$ cat src/hw/rtl/index_remap_table_core_defines.svh
// ----------------------------------------------------------------------------
// index_remap_table_core_defines
// Assertion macros for the index remap table RTL.
// ----------------------------------------------------------------------------
`ifndef INDEX_REMAP_TABLE_CORE_DEFINES_SVH
`define INDEX_REMAP_TABLE_CORE_DEFINES_SVH

// The consequent must hold in the same cycle as the antecedent.
`define IRT_ASSERT_IMPL(label, clk, rst_n, ante, cons) \
	label: assert property (@(posedge clk) disable iff (!rst_n) (ante) |-> (cons)) \
		else $error("index remap table: assertion failed");

// The consequent must hold in the cycle after the antecedent.
`define IRT_ASSERT_NEXT(label, clk, rst_n, ante, cons) \
	label: assert property (@(posedge clk) disable iff (!rst_n) (ante) |=> (cons)) \
		else $error("index remap table: assertion failed");

// The expression must never be true.
`define IRT_ASSERT_NEVER(label, clk, rst_n, expr) \
	label: assert property (@(posedge clk) disable iff (!rst_n) !(expr)) \
		else $error("index remap table: assertion failed");

`endif

$ cat src/hw/rtl/irt_pkg.sv
// ----------------------------------------------------------------------------
// irt_pkg
// Widths, operation codes and the memory request type of the remap table.
// ----------------------------------------------------------------------------
package irt_pkg;

	// Table geometry.
	localparam int TABLE_DEPTH = 256;
	localparam int ADDR_W      = $clog2(TABLE_DEPTH);
	localparam int ENTRY_W     = 8;

	// Item field widths.
	localparam int OP_W  = 3;
	localparam int IDX_W = 8;

	// Size register and the width used for size and index compares.
	localparam int CFG_W = 9;
	localparam int CNT_W = (ADDR_W + 1 > CFG_W) ? ADDR_W + 1 : CFG_W;
	localparam logic [CFG_W-1:0] CFG_RESET = 9'd256;

	// Operation codes.
	localparam logic [OP_W-1:0] OP_INIT    = 3'd0;
	localparam logic [OP_W-1:0] OP_SWAP    = 3'd1;
	localparam logic [OP_W-1:0] OP_DELETE  = 3'd2;
	localparam logic [OP_W-1:0] OP_BDELETE = 3'd3;
	localparam logic [OP_W-1:0] OP_BSWAP   = 3'd4;
	localparam logic [OP_W-1:0] OP_LOOKUP  = 3'd5;

	// Request from the sequencer to the table store.
	typedef struct packed {
		logic               rd_en;
		logic [ADDR_W-1:0]  rd_addr;
		logic               wr_en;
		logic [ADDR_W-1:0]  wr_addr;
		logic [ENTRY_W-1:0] wr_data;
		logic               init_en;
		logic [CNT_W-1:0]   init_size;
	} mem_req_t;

endpackage

$ cat src/hw/rtl/irt_cmd_if.sv
// ----------------------------------------------------------------------------
// irt_cmd_if
// Command channel: one operation item with its index fields.
// ----------------------------------------------------------------------------
interface irt_cmd_if;

	logic                       valid;
	logic                       ready;
	logic [irt_pkg::OP_W-1:0]   operation;
	logic [irt_pkg::IDX_W-1:0]  first_index;
	logic [irt_pkg::IDX_W-1:0]  last_index;
	logic [irt_pkg::IDX_W-1:0]  other_index;

	modport source (
		output valid, operation, first_index, last_index, other_index,
		input  ready
	);

	modport sink (
		input  valid, operation, first_index, last_index, other_index,
		output ready
	);

endinterface

$ cat src/hw/rtl/irt_res_if.sv
// ----------------------------------------------------------------------------
// irt_res_if
// Result channel: one value and status item per command.
// ----------------------------------------------------------------------------
interface irt_res_if;

	logic                         valid;
	logic                         ready;
	logic [irt_pkg::ENTRY_W-1:0]  value;
	logic                         status;

	modport source (
		output valid, value, status,
		input  ready
	);

	modport sink (
		input  valid, value, status,
		output ready
	);

endinterface

$ cat src/hw/rtl/irt_ram.sv
// ----------------------------------------------------------------------------
// irt_ram
// Generic single-port-write, single-port-read RAM with registered read data.
// ----------------------------------------------------------------------------
module irt_ram #(
	parameter int WIDTH = 8,
	parameter int DEPTH = 256
) (
	input  logic                     clk,
	input  logic                     we,
	input  logic [$clog2(DEPTH)-1:0] waddr,
	input  logic [WIDTH-1:0]         wdata,
	input  logic                     re,
	input  logic [$clog2(DEPTH)-1:0] raddr,
	output logic [WIDTH-1:0]         rdata
);

	logic [WIDTH-1:0] mem [DEPTH];

	// Write port.
	always_ff @(posedge clk) begin
		if (we) begin
			mem[waddr] <= wdata;
		end
	end

	// Registered read port.
	always_ff @(posedge clk) begin
		if (re) begin
			rdata <= mem[raddr];
		end
	end

endmodule

$ cat src/hw/rtl/irt_store.sv
// ----------------------------------------------------------------------------
// irt_store
// Table storage: the entry RAM plus one valid bit per entry. An entry whose
// valid bit is clear reads as its own index, which gives the identity
// contents after reset and after an init without touching the RAM.
// ----------------------------------------------------------------------------
module irt_store (
	input  logic                         clk,
	input  logic                         arst_n,
	input  irt_pkg::mem_req_t            req,
	output logic [irt_pkg::ENTRY_W-1:0]  rd_data
);

	logic [irt_pkg::TABLE_DEPTH-1:0] valid_q;
	logic [irt_pkg::ENTRY_W-1:0]     ram_rdata;
	logic                            rvld_s1;
	logic [irt_pkg::ADDR_W-1:0]      raddr_s1;

	irt_ram #(
		.WIDTH (irt_pkg::ENTRY_W),
		.DEPTH (irt_pkg::TABLE_DEPTH)
	) u_ram (
		.clk   (clk),
		.we    (req.wr_en),
		.waddr (req.wr_addr),
		.wdata (req.wr_data),
		.re    (req.rd_en),
		.raddr (req.rd_addr),
		.rdata (ram_rdata)
	);

	// Valid bits: set on write, cleared below the active size on init.
	always_ff @(posedge clk or negedge arst_n) begin
		if (!arst_n) begin
			valid_q <= '0;
		end else if (req.init_en) begin
			for (int k = 0; k < irt_pkg::TABLE_DEPTH; k++) begin
				if (irt_pkg::CNT_W'(k) < req.init_size) begin
					valid_q[k] <= 1'b0;
				end
			end
		end else if (req.wr_en) begin
			valid_q[req.wr_addr] <= 1'b1;
		end
	end

	// Sample the valid bit and address alongside the RAM read.
	always_ff @(posedge clk) begin
		if (req.rd_en) begin
			rvld_s1  <= valid_q[req.rd_addr];
			raddr_s1 <= req.rd_addr;
		end
	end

	// Unwritten entries read as their index modulo the entry range.
	assign rd_data = rvld_s1 ? ram_rdata : irt_pkg::ENTRY_W'(raddr_s1);

endmodule

$ cat src/hw/rtl/irt_ctrl.sv
// ----------------------------------------------------------------------------
// irt_ctrl
// Operation sequencer: checks an item's indices, walks the table through
// read, modify and write-back steps, and holds the result register.
// ----------------------------------------------------------------------------
module irt_ctrl (
	input  logic                         clk,
	input  logic                         arst_n,
	irt_cmd_if.sink                      cmd,
	irt_res_if.source                    res,
	input  logic [irt_pkg::CNT_W-1:0]    size,
	output irt_pkg::mem_req_t            mem_req,
	input  logic [irt_pkg::ENTRY_W-1:0]  rd_data
);

	localparam int ADDR_W  = irt_pkg::ADDR_W;
	localparam int CNT_W   = irt_pkg::CNT_W;
	localparam int ENTRY_W = irt_pkg::ENTRY_W;

	// Sequencer states.
	localparam logic [3:0] S_IDLE   = 4'd0;
	localparam logic [3:0] S_SW_RA  = 4'd1;
	localparam logic [3:0] S_SW_RB  = 4'd2;
	localparam logic [3:0] S_SW_WA  = 4'd3;
	localparam logic [3:0] S_SW_WB  = 4'd4;
	localparam logic [3:0] S_SHIFT  = 4'd5;
	localparam logic [3:0] S_ZERO   = 4'd6;
	localparam logic [3:0] S_INIT   = 4'd7;
	localparam logic [3:0] S_LK_RD  = 4'd8;
	localparam logic [3:0] S_LK_DAT = 4'd9;
	localparam logic [3:0] S_DONE   = 4'd10;

	logic [3:0]         state_q;
	logic [ADDR_W-1:0]  i_q;
	logic [ADDR_W-1:0]  j_q;
	logic [ADDR_W-1:0]  last_q;
	logic [ADDR_W-1:0]  first_q;
	logic [ADDR_W-1:0]  other_q;
	logic [CNT_W-1:0]   len_q;
	logic [ENTRY_W-1:0] hold_q;
	logic               pend_s1;
	logic [ADDR_W-1:0]  waddr_s1;
	logic [ENTRY_W-1:0] res_value_q;
	logic               res_status_q;
	logic               out_valid_q;
	logic [ENTRY_W-1:0] out_value_q;
	logic               out_status_q;

	logic [CNT_W-1:0]   f_ext;
	logic [CNT_W-1:0]   l_ext;
	logic [CNT_W-1:0]   o_ext;
	logic [CNT_W-1:0]   bs_last;
	logic [CNT_W-1:0]   del_other;
	logic               bs_empty;
	logic               bs_flag;
	logic               del_flag;
	logic               lk_hit;
	logic               accept;
	logic               shift_more;
	logic [ADDR_W-1:0]  shift_src;
	logic               out_load;

	// Index checks on the incoming item. A plain swap is a one-entry block swap
	// and a plain delete is a one-entry block delete.
	always_comb begin
		f_ext     = CNT_W'(cmd.first_index);
		l_ext     = CNT_W'(cmd.last_index);
		o_ext     = CNT_W'(cmd.other_index);
		bs_last   = (cmd.operation == irt_pkg::OP_SWAP) ? f_ext : l_ext;
		del_other = (cmd.operation == irt_pkg::OP_DELETE) ? f_ext : o_ext;
		bs_empty  = f_ext > bs_last;
		bs_flag   = (bs_last >= size) || ((o_ext + bs_last - f_ext) >= size);
		del_flag  = (f_ext > del_other) || (del_other >= size);
		lk_hit    = f_ext < size;
	end

	assign accept     = cmd.valid && cmd.ready;
	assign shift_more = i_q > other_q;
	assign shift_src  = ADDR_W'(CNT_W'(i_q) - len_q);
	assign out_load   = (state_q == S_DONE) && (!out_valid_q || res.ready);

	// Memory requests for each step.
	always_comb begin
		mem_req           = '0;
		mem_req.init_size = size;
		unique case (state_q)
			S_SW_RA, S_LK_RD: begin
				mem_req.rd_en   = 1'b1;
				mem_req.rd_addr = i_q;
			end
			S_SW_RB: begin
				mem_req.rd_en   = 1'b1;
				mem_req.rd_addr = j_q;
			end
			S_SW_WA: begin
				mem_req.wr_en   = 1'b1;
				mem_req.wr_addr = i_q;
				mem_req.wr_data = rd_data;
			end
			S_SW_WB: begin
				mem_req.wr_en   = 1'b1;
				mem_req.wr_addr = j_q;
				mem_req.wr_data = hold_q;
			end
			S_SHIFT: begin
				mem_req.rd_en   = shift_more;
				mem_req.rd_addr = shift_src;
				mem_req.wr_en   = pend_s1;
				mem_req.wr_addr = waddr_s1;
				mem_req.wr_data = rd_data;
			end
			S_ZERO: begin
				mem_req.wr_en   = 1'b1;
				mem_req.wr_addr = i_q;
				mem_req.wr_data = '0;
			end
			S_INIT: begin
				mem_req.init_en = 1'b1;
			end
			default: begin
			end
		endcase
	end

	// Sequencer.
	always_ff @(posedge clk or negedge arst_n) begin
		if (!arst_n) begin
			state_q      <= S_IDLE;
			pend_s1      <= 1'b0;
			i_q          <= '0;
			j_q          <= '0;
			last_q       <= '0;
			first_q      <= '0;
			other_q      <= '0;
			len_q        <= '0;
			hold_q       <= '0;
			waddr_s1     <= '0;
			res_value_q  <= '0;
			res_status_q <= 1'b0;
		end else begin
			pend_s1 <= (state_q == S_SHIFT) && shift_more;
			unique case (state_q)
				S_IDLE: begin
					if (accept) begin
						res_value_q <= '0;
						unique case (cmd.operation)
							irt_pkg::OP_INIT: begin
								res_status_q <= 1'b0;
								state_q      <= S_INIT;
							end
							irt_pkg::OP_SWAP, irt_pkg::OP_BSWAP: begin
								if (bs_empty) begin
									res_status_q <= 1'b0;
									state_q      <= S_DONE;
								end else if (bs_flag) begin
									res_status_q <= 1'b1;
									state_q      <= S_DONE;
								end else begin
									res_status_q <= 1'b0;
									i_q          <= ADDR_W'(f_ext);
									j_q          <= ADDR_W'(o_ext);
									last_q       <= ADDR_W'(bs_last);
									state_q      <= S_SW_RA;
								end
							end
							irt_pkg::OP_DELETE, irt_pkg::OP_BDELETE: begin
								if (del_flag) begin
									res_status_q <= 1'b1;
									state_q      <= S_DONE;
								end else begin
									res_status_q <= 1'b0;
									first_q      <= ADDR_W'(f_ext);
									other_q      <= ADDR_W'(del_other);
									i_q          <= ADDR_W'(size - CNT_W'(1));
									len_q        <= del_other - f_ext + CNT_W'(1);
									state_q      <= S_SHIFT;
								end
							end
							irt_pkg::OP_LOOKUP: begin
								res_status_q <= 1'b0;
								if (lk_hit) begin
									i_q     <= ADDR_W'(f_ext);
									state_q <= S_LK_RD;
								end else begin
									state_q <= S_DONE;
								end
							end
							default: begin
								res_status_q <= 1'b0;
								state_q      <= S_DONE;
							end
						endcase
					end
				end
				S_SW_RA: begin
					state_q <= S_SW_RB;
				end
				S_SW_RB: begin
					// First entry of the pair arrives while the second is read.
					hold_q  <= rd_data;
					state_q <= S_SW_WA;
				end
				S_SW_WA: begin
					state_q <= S_SW_WB;
				end
				S_SW_WB: begin
					if (i_q == last_q) begin
						state_q <= S_DONE;
					end else begin
						i_q     <= i_q + ADDR_W'(1);
						j_q     <= j_q + ADDR_W'(1);
						state_q <= S_SW_RA;
					end
				end
				S_SHIFT: begin
					// Read the entry len_q below, write it in the next cycle, from the top down.
					waddr_s1 <= i_q;
					if (shift_more) begin
						i_q <= i_q - ADDR_W'(1);
					end else if (!pend_s1) begin
						i_q     <= first_q;
						state_q <= S_ZERO;
					end
				end
				S_ZERO: begin
					if (i_q == other_q) begin
						state_q <= S_DONE;
					end else begin
						i_q <= i_q + ADDR_W'(1);
					end
				end
				S_INIT: begin
					state_q <= S_DONE;
				end
				S_LK_RD: begin
					state_q <= S_LK_DAT;
				end
				S_LK_DAT: begin
					res_value_q <= rd_data;
					state_q     <= S_DONE;
				end
				S_DONE: begin
					if (out_load) begin
						state_q <= S_IDLE;
					end
				end
				default: begin
					state_q <= S_IDLE;
				end
			endcase
		end
	end

	// Output register decouples the result from the sequencer.
	always_ff @(posedge clk or negedge arst_n) begin
		if (!arst_n) begin
			out_valid_q  <= 1'b0;
			out_value_q  <= '0;
			out_status_q <= 1'b0;
		end else if (out_load) begin
			out_valid_q  <= 1'b1;
			out_value_q  <= res_value_q;
			out_status_q <= res_status_q;
		end else if (res.ready) begin
			out_valid_q <= 1'b0;
		end
	end

	assign cmd.ready  = (state_q == S_IDLE);
	assign res.valid  = out_valid_q;
	assign res.value  = out_value_q;
	assign res.status = out_status_q;

endmodule

$ cat src/hw/rtl/index_remap_table_core.sv
// ----------------------------------------------------------------------------
// index_remap_table_core
// Index remapping table with init, swap, block swap, delete, block delete
// and lookup operations over the first active_size entries.
//
//   Channel  Dir  Handshake    Contents
//   cmd      in   valid/ready  operation, first/last/other index
//   res      out  valid/ready  value, status (one item per command)
//   cfg      in   write enable active_size
//
// One item at a time, paced by the single-read-port entry RAM. Flagged edits,
// empty block swaps, out-of-range lookups and unused codes go straight to
// the result without touching the table.
// After reset the table is identity at once through per-entry valid bits.
// The result register frees the sequencer; a stalled result holds the next item.
// ----------------------------------------------------------------------------
`include "index_remap_table_core_defines.svh"

module index_remap_table_core (
	input  logic                        clk,
	input  logic                        arst_n,
	irt_cmd_if.sink                     cmd,
	irt_res_if.source                   res,
	input  logic                        cfg_wr_en,
	input  logic [irt_pkg::CFG_W-1:0]   cfg_wr_data
);

	logic [irt_pkg::CFG_W-1:0]   active_size_q;
	logic [irt_pkg::CNT_W-1:0]   size_ext;
	logic [irt_pkg::CNT_W-1:0]   eff_size;
	irt_pkg::mem_req_t           mem_req;
	logic [irt_pkg::ENTRY_W-1:0] rd_data;

	// Size register.
	always_ff @(posedge clk or negedge arst_n) begin
		if (!arst_n) begin
			active_size_q <= irt_pkg::CFG_RESET;
		end else if (cfg_wr_en) begin
			active_size_q <= cfg_wr_data;
		end
	end

	// Effective size is capped at the table depth.
	assign size_ext = irt_pkg::CNT_W'(active_size_q);
	assign eff_size = (size_ext < irt_pkg::CNT_W'(irt_pkg::TABLE_DEPTH)) ?
		size_ext : irt_pkg::CNT_W'(irt_pkg::TABLE_DEPTH);

	irt_ctrl u_ctrl (
		.clk     (clk),
		.arst_n  (arst_n),
		.cmd     (cmd),
		.res     (res),
		.size    (eff_size),
		.mem_req (mem_req),
		.rd_data (rd_data)
	);

	irt_store u_store (
		.clk     (clk),
		.arst_n  (arst_n),
		.req     (mem_req),
		.rd_data (rd_data)
	);

	// An accepted item keeps the sequencer busy in the following cycle.
	`IRT_ASSERT_NEXT(a_busy_after_accept, clk, arst_n, cmd.valid && cmd.ready, !cmd.ready)

	// A flagged edit never returns a table value.
	`IRT_ASSERT_IMPL(a_flag_zero_value, clk, arst_n, res.valid && res.status, res.value == '0)

	// The sequencer never reads an entry in the cycle it writes that entry.
	`IRT_ASSERT_NEVER(a_no_rw_same_entry, clk, arst_n,
		mem_req.rd_en && mem_req.wr_en && mem_req.rd_addr == mem_req.wr_addr)

endmodule

$ cat src/flat_wrapper.sv
// flat-port wrapper written by rule: the top's interface ports become plain ports
module index_remap_table_core_flat 
  (clk, arst_n, cfg_wr_en, cfg_wr_data, cmd_valid, cmd_operation, cmd_first_index, cmd_last_index, cmd_other_index, cmd_ready, res_valid, res_value, res_status, res_ready);
  irt_cmd_if cmd_i ();
  irt_res_if res_i ();
  input  logic clk;
  input  logic arst_n;
  input  logic cfg_wr_en;
  input  logic [irt_pkg::CFG_W-1:0] cfg_wr_data;
  input wire logic [$bits(cmd_i.valid)-1:0] cmd_valid;
  input wire logic [$bits(cmd_i.operation)-1:0] cmd_operation;
  input wire logic [$bits(cmd_i.first_index)-1:0] cmd_first_index;
  input wire logic [$bits(cmd_i.last_index)-1:0] cmd_last_index;
  input wire logic [$bits(cmd_i.other_index)-1:0] cmd_other_index;
  output wire logic [$bits(cmd_i.ready)-1:0] cmd_ready;
  output wire logic [$bits(res_i.valid)-1:0] res_valid;
  output wire logic [$bits(res_i.value)-1:0] res_value;
  output wire logic [$bits(res_i.status)-1:0] res_status;
  input wire logic [$bits(res_i.ready)-1:0] res_ready;
  assign cmd_i.valid = cmd_valid;
  assign cmd_i.operation = cmd_operation;
  assign cmd_i.first_index = cmd_first_index;
  assign cmd_i.last_index = cmd_last_index;
  assign cmd_i.other_index = cmd_other_index;
  assign cmd_ready = cmd_i.ready;
  assign res_valid = res_i.valid;
  assign res_value = res_i.value;
  assign res_status = res_i.status;
  assign res_i.ready = res_ready;
  index_remap_table_core u_core (.clk(clk), .arst_n(arst_n), .cmd(cmd_i), .res(res_i), .cfg_wr_en(cfg_wr_en), .cfg_wr_data(cfg_wr_data));
endmodule
$ cat config.mk
export PLATFORM = sky130hd
export DESIGN_NAME = index_remap_table_core_flat
export DESIGN_NICKNAME = d
export VERILOG_FILES = /design/src/hw/rtl/irt_pkg.sv /design/src/hw/rtl/irt_cmd_if.sv /design/src/hw/rtl/irt_res_if.sv /design/src/hw/rtl/irt_ram.sv /design/src/hw/rtl/irt_store.sv /design/src/hw/rtl/irt_ctrl.sv /design/src/hw/rtl/index_remap_table_core.sv /design/src/flat_wrapper.sv
export VERILOG_INCLUDE_DIRS = /design/src /design/src/hw/rtl
export SDC_FILE = /design/constraint.sdc
export NUM_CORES = 2
export LEC_CHECK = 0
export BUFFER_PORTS_ARGS = -buffer_cell sky130_fd_sc_hd__buf_2
export CORE_MARGIN = 2
export CORE_UTILIZATION = 30
export DETAILED_ROUTE_END_ITERATION = 10
export PLACE_DENSITY = 0.47
export RECOVER_POWER = 50
export SLEW_MARGIN = 25
export SYNTH_ARGS = -nofsm -noshare
export SYNTH_HDL_FRONTEND = slang
export SYNTH_SLANG_ARGS = --single-unit
$ cat constraint.sdc
create_clock -name clk -period 19.3 [get_ports clk]
set_input_delay 0.965 -clock clk [delete_from_list [all_inputs] [get_ports clk]]
set_output_delay 0.965 -clock clk [all_outputs]
set_load 0.01 [all_outputs]
# --- Yosys cells after proc, flatten, opt, wreduce, memory -nomap -nowiden ---
# Memories as Yosys holds them, arrays and structs flattened. A register that Yosys moved wholly into a read port is not among the register bits.
# Index checks and enable logic that the tools add are counted.
op_classes:
  addsub: 9
  order_cmp: 267
  n_eq_ne: 289
  mux: 308
  bitwise_logic: 4
  n_reduce_logical: 282
ops:
  columns: ["operator", "count"]
  rows:
  - ["8-bit by 9-bit < comparator with 1-bit output, first input constant", 128]
  - ["7-bit by 9-bit < comparator with 1-bit output, first input constant", 64]
  - ["2-bit != test, second input constant", 264]
  - ["2-bit AND reduction", 258]
  - ["256-bit 2-to-1 mux", 2]
  - ["6-bit by 9-bit < comparator with 1-bit output, first input constant", 32]
  - ["1-bit 2-to-1 mux", 266]
  - ["256-bit OR", 1]
  - ["5-bit by 9-bit < comparator with 1-bit output, first input constant", 16]
  - ["8-bit 2-to-1 mux", 18]
  - ["4-bit by 9-bit < comparator with 1-bit output, first input constant", 8]
  - ["17-bit one-hot mux with 4 select lines", 1]
  - ["4-bit one-hot mux with 10 select lines", 1]
  - ["3-bit by 9-bit < comparator with 1-bit output, first input constant", 4]
  - ["4-bit 2-to-1 mux", 9]
  - ["8-bit one-hot mux with 2 select lines", 2]
  - ["8-bit one-hot mux with 4 select lines", 1]
  - ["9-bit one-hot mux with 3 select lines", 1]
  - ["8-bit by 1-bit adder with 8-bit output, second input constant", 3]
  - ["8-bit greater-than comparator", 3]
  - ["8-bit one-hot mux with 3 select lines", 1]
  - ["8-bit by 9-bit greater-or-equal comparator with 1-bit output", 2]
  - ["1-bit by 9-bit < comparator with 1-bit output, first input constant", 2]
  - ["2-bit by 9-bit < comparator with 1-bit output, first input constant", 2]
  - ["other kinds (39)", 70]
word_totals:
  regBits: 362
  ramBits: 2048
  in_bits: 41
  output_inout_bits: 11
  word_cells: 1434
  memories: 1
mem_list:
  columns: ["memory", "words", "width", "read_ports", "rd_clocked_by_memory_dff", "write_ports", "line_no", "source"]
  rows:
  - ["u_core.u_store.u_ram.mem", 256, 8, 1, 1, 1, "irt_ram.sv:18", "logic [WIDTH-1:0] mem [DEPTH];"]

# --- Depth between registers and ports, before layout ---
depth:
  word_depth: 11
  depth_mapped: 25
  ltp_nobuf: 23

# --- By module ---
# Synthesis repeated with hierarchy kept, for this count alone.
hier_totals:
  cells_unflattened: 6194
  hier_area_um2: 101707.5
by_module_without_submodules:
  columns: ["mod", "instances", "cells_each", "area_per_inst_um2", "seq_area_each_um2"]
  rows:
  - ["irt_ram", 1, 3733, 79637.6, 61739.2]
  - ["irt_store", 1, 1536, 14037.2, 6676.4]
  - ["irt_ctrl", 1, 898, 7609.8, 2202.1]
  - ["index_remap_table_core", 1, 27, 422.9, 226.5]

# --- Worst setup path before layout ---
# No wires, ideal clock.
synth_path:
  path_type: "flip-flop to flip-flop"
  start: "register u_core.u_ctrl.state_q[1]"
  end: "memory u_core.u_store.u_ram.mem[0][3] (data pin)"
  arrival_ns: 11.324
  t_required_ns: 17.112
  slack_ns: 5.787
  stages_incl_launch_ff: 7
  n_path_buf: 3
  synth_period_minus_slack_ns: 13.513
  path_cell_list: "dfrtp_1 > buf_4 > buf_2 > buf_1 > xor2_1 > nand3_1 > o21ai_0"
synth_rtl:
  columns: ["item", "line_no", "source"]
  rows:
  - ["from (decl)", "irt_ctrl.sv:33", "logic [3:0] state_q;"]
  - ["from (signal assigned)", "irt_ctrl.sv:128", "state_q <= S_IDLE;"]
  - ["from (signal assigned)", "irt_ctrl.sv:149", "state_q <= S_INIT;"]
  - ["from (signal assigned)", "irt_ctrl.sv:154", "state_q <= S_DONE;"]
  - ["to (decl)", "irt_ram.sv:18", null]

==> metrics <==
CP endpoint kind flop; Setup violations, final 0; Die Width 589 µm; Num CTS Buffers 277; Pre-antenna DRT Iters 7; Final Wtd Congestion 0.920; CTS tree built; worst stage delay on the critical path 5.08 ns; slew margin rel. -5.03; multi-input logic area 0.0296 mm²; Clock Skew 0.0655 ns; Routed WL per cell 32.0 µm; area grow syn2layout 15.1%; register bit total from synthesis 2418; Routed WL 412 mm; CTS Hold Bufs 0; Final Hold Fails 0; Synth Cell Area 0.103 mm²; Worst Path Required 18.84 ns; clock tree root buffer cell clkbuf_16; PD cells 93.6 mW/mm²; Clock Path Buffers 4; Cells after Synth 7919; CP Max Fanout 155; Final Max Tran Viols 2407; total of max-cap violations 47; LEAKAGE 40.4 nW; antenna violations before repair 35; post_cts resized 0; Port Buf Inserts 51; unrepaired setup endpoints after global routing no; CTS sink cnt 2418; layout cells sized above 1 0.115; CP Launch Type flop; Clk pin slew, worst setup/hold paths 0.06 ns; H-tree depth 5; dpl cells 12400; ranking of synthesized cells by area edfxtp_1 (60%), dfrtp_1 (8.6%), nand2_1 (5.6%); final period utilization 0.610; DRC viols 0; sequential share of the synthesized area 0.689; post-synthesis cell type count 97; failing checks max-capacitance violations, max-slew violations; post-route ant nets 0; die height 589 µm; die area 0.347 mm²; row cnt 214; Worst-Margin Slew 9.05 ns; area of all sequential standard cells 0.0708 mm²; Tmin final 11.76 ns; EDFF count, synth 2065; post-synthesis async set-or-reset flop share 0.146; Initial DRC Count 10000; net count after synthesis 8058; Non-Filler Instances 12900; worst-case vdd ir drop 0.0689 mV; first-pass GRT wire length 566 mm; fillers 33100; FMAX 85.0 MHz; global-route usage over all layers 0.231; worst skew pair latency 0.89 ns; DR vias 72300; Mapped Avg Cell Area 13.0 µm²; number of global-route vias before repair 68700; Slowest cell on crit path clkbuf_1; Starting Density 0.302; Core Box Area 0.340 mm²; leading area contributor after synthesis edfxtp_1; YS warnings 0; critical path type flop to flop; Fin Setup TNS 0 ns; CP cell instances xor2_1 -> nand3_1 -> o21ai_0 -> clkbuf_1; I/O Pins 52; Synth top area share 0.603; Post-CTS Setup Inserts 0; DR vias/cell 5.61; CP arrival 11.30 ns; HPWL after detailed placement 257 mm; gr ovfl total 0; pin count of the biggest net entering global routing 175; Worst Hold Class input pin to flop; status complete, but fails checks; Hold WS 0.302 ns; Main synth FF type edfxtp_1; final net count 8242
==> per-layer routing <==
| metal | vias to the layer above | global-route usage | share of wire |
|---|---|---|---|
| met5 | - | 0.00233 | 0.00074 |
| met4 | 31 | 0.0966 | 0.049 |
| met3 | 886 | 0.0498 | 0.092 |
| met2 | 3807 | 0.348 | 0.44 |
| met1 | 37400 | 0.320 | 0.42 |
| li1 | 30200 | - | - |
==> stage by stage <==
stage	total power, mW	worst slack [ns]	cell area [µm²]	util
floorplan	5.83	5.79	103000	-
global placement	5.97	12.09	110000	0.322
detailed placement	5.97	12.16	110000	0.323
CTS	11.1	12.33	119000	0.348
global route	11.3	6.99	118000	0.347
finish	11.1	7.54	118000	0.347
==> worst max-delay path, delay by kind of cell, from the launching register on <==
family                 cells  cell delay [ns]
AO/OA/AOI/OAI              1             2.91
flip-flops                 1             0.97
AND/OR/NAND/NOR            1             0.53
buffers and inverters      1             5.08
XOR/XNOR                   1             0.19
==> kinds of logic (layout without fill, tap and decap cells) <==
group	count (synthesis)	after routing	share of synthesized area
AO/OA/AOI/OAI	1534	1534	0.104
XOR/XNOR	38	38	0.00331
adder cells (fa/ha/maj)	99	99	0.0128
buffers and inverters	621	1020	0.0283
flip-flops	2418	2418	0.689
multiplexers	478	478	0.0479
other	0	17	0
AND/OR/NAND/NOR	2731	2731	0.114
==> cell usage after synthesis (85+ instances only) <==
master and count:
ha_1 88, edfxtp_1 2065, a21oi_1 237, a32oi_1 135, a211oi_1 92, a311oi_1 85, dfrtp_1 352, clkbuf_1 195
nor2_1 424, mux2i_1 422, buf_2 216, nand3_1 352, a31oi_1 85, inv_1 97, o21ai_0 276, a21o_1 102
nand2_1 1544, o22ai_1 96
==> final timing paths <==
kind                                              from                         endpoint  slack (ns)  depth (start not counted)
max                           u_core.u_ctrl.state_q[2]  u_core.u_store.u_ram.mem[96][3]        7.54                          4
min                                     cfg_wr_data[8]          u_core.active_size_q[8]        0.30                          3
max reg2reg                   u_core.u_ctrl.state_q[2]  u_core.u_store.u_ram.mem[96][3]        7.54                          4
min reg2reg                u_core.u_store.valid_q[207]      u_core.u_store.valid_q[207]        0.48                          1
max in group asynchronous                       arst_n       u_core.u_store.valid_q[98]        8.84                          3
min in group asynchronous                       arst_n          u_core.u_ctrl.last_q[1]        2.19                          1
==> flip-flops by register name, indices dropped and copies added (netlist names), 4 cells and up <==
| signal | cells |
|---|---|
| u_core.u_ctrl.first_q | 8 |
| u_core.u_store.u_ram.mem | 2048 |
| u_core.u_ctrl.res_value_q | 8 |
| u_core.u_store.valid_q | 256 |
| u_core.u_ctrl.other_q | 8 |
| u_core.u_ctrl.hold_q | 8 |
| u_core.u_ctrl.res.value | 8 |
| u_core.u_ctrl.j_q | 8 |
| u_core.u_store.u_ram.rdata | 8 |
| u_core.u_ctrl.last_q | 8 |
| u_core.u_ctrl.waddr_s1 | 8 |
| u_core.u_ctrl.len_q | 8 |
| u_core.u_ctrl.state_q | 4 |
| u_core.u_store.raddr_s1 | 8 |
| u_core.u_ctrl.i_q | 8 |
| u_core.active_size_q | 9 |
==> cell type report <==
cell class                 count  share of cell area
multi-input combinational   4880               0.250
antenna                       17            0.000360
clock buffer                 345              0.0619
inverter                     103             0.00333
sequential                  2418               0.599
tap                         4536              0.0480
timing repair buffer         423              0.0249
clock inverter               149              0.0120
==> report_power, final <==
group | switching, mW | internal [mW] | total [mW]
Sequential | 0.00799 | 5.60 | 5.61
Combinational | 0.195 | 0.0696 | 0.264
Clock | 2.20 | 2.99 | 5.19
Total | 2.40 | 8.66 | 11.1
==> cells in the final DEF (no fill, tap or decap), types with 23 or more instances in the layout <==
master,count
buf_2,39
clkinv_1,60
nor3_1,58
xnor2_1,30
nor4_1,39
a311oi_1,84
and3_1,84
nand4_1,74
a221oi_1,27
o22ai_1,96
a32oi_1,135
edfxtp_1,2065
inv_1,95
dfrtp_1,352
mux2i_1,416
a2bb2oi_1,58
nand2_1,1539
o21ai_0,267
clkbuf_16,280
nand3_1,352
ha_1,88
mux2_2,50
nor2b_1,31
clkinv_2,41
nor2_2,88
o211ai_1,23
o21a_1,78
a211oi_1,88
a21oi_1,229
a31oi_1,83
nor2_1,329
and2_1,44
buf_4,289
a21o_1,102
clkbuf_1,139
a22oi_1,33
Note: power is estimated with default switching activity, not from simulation.
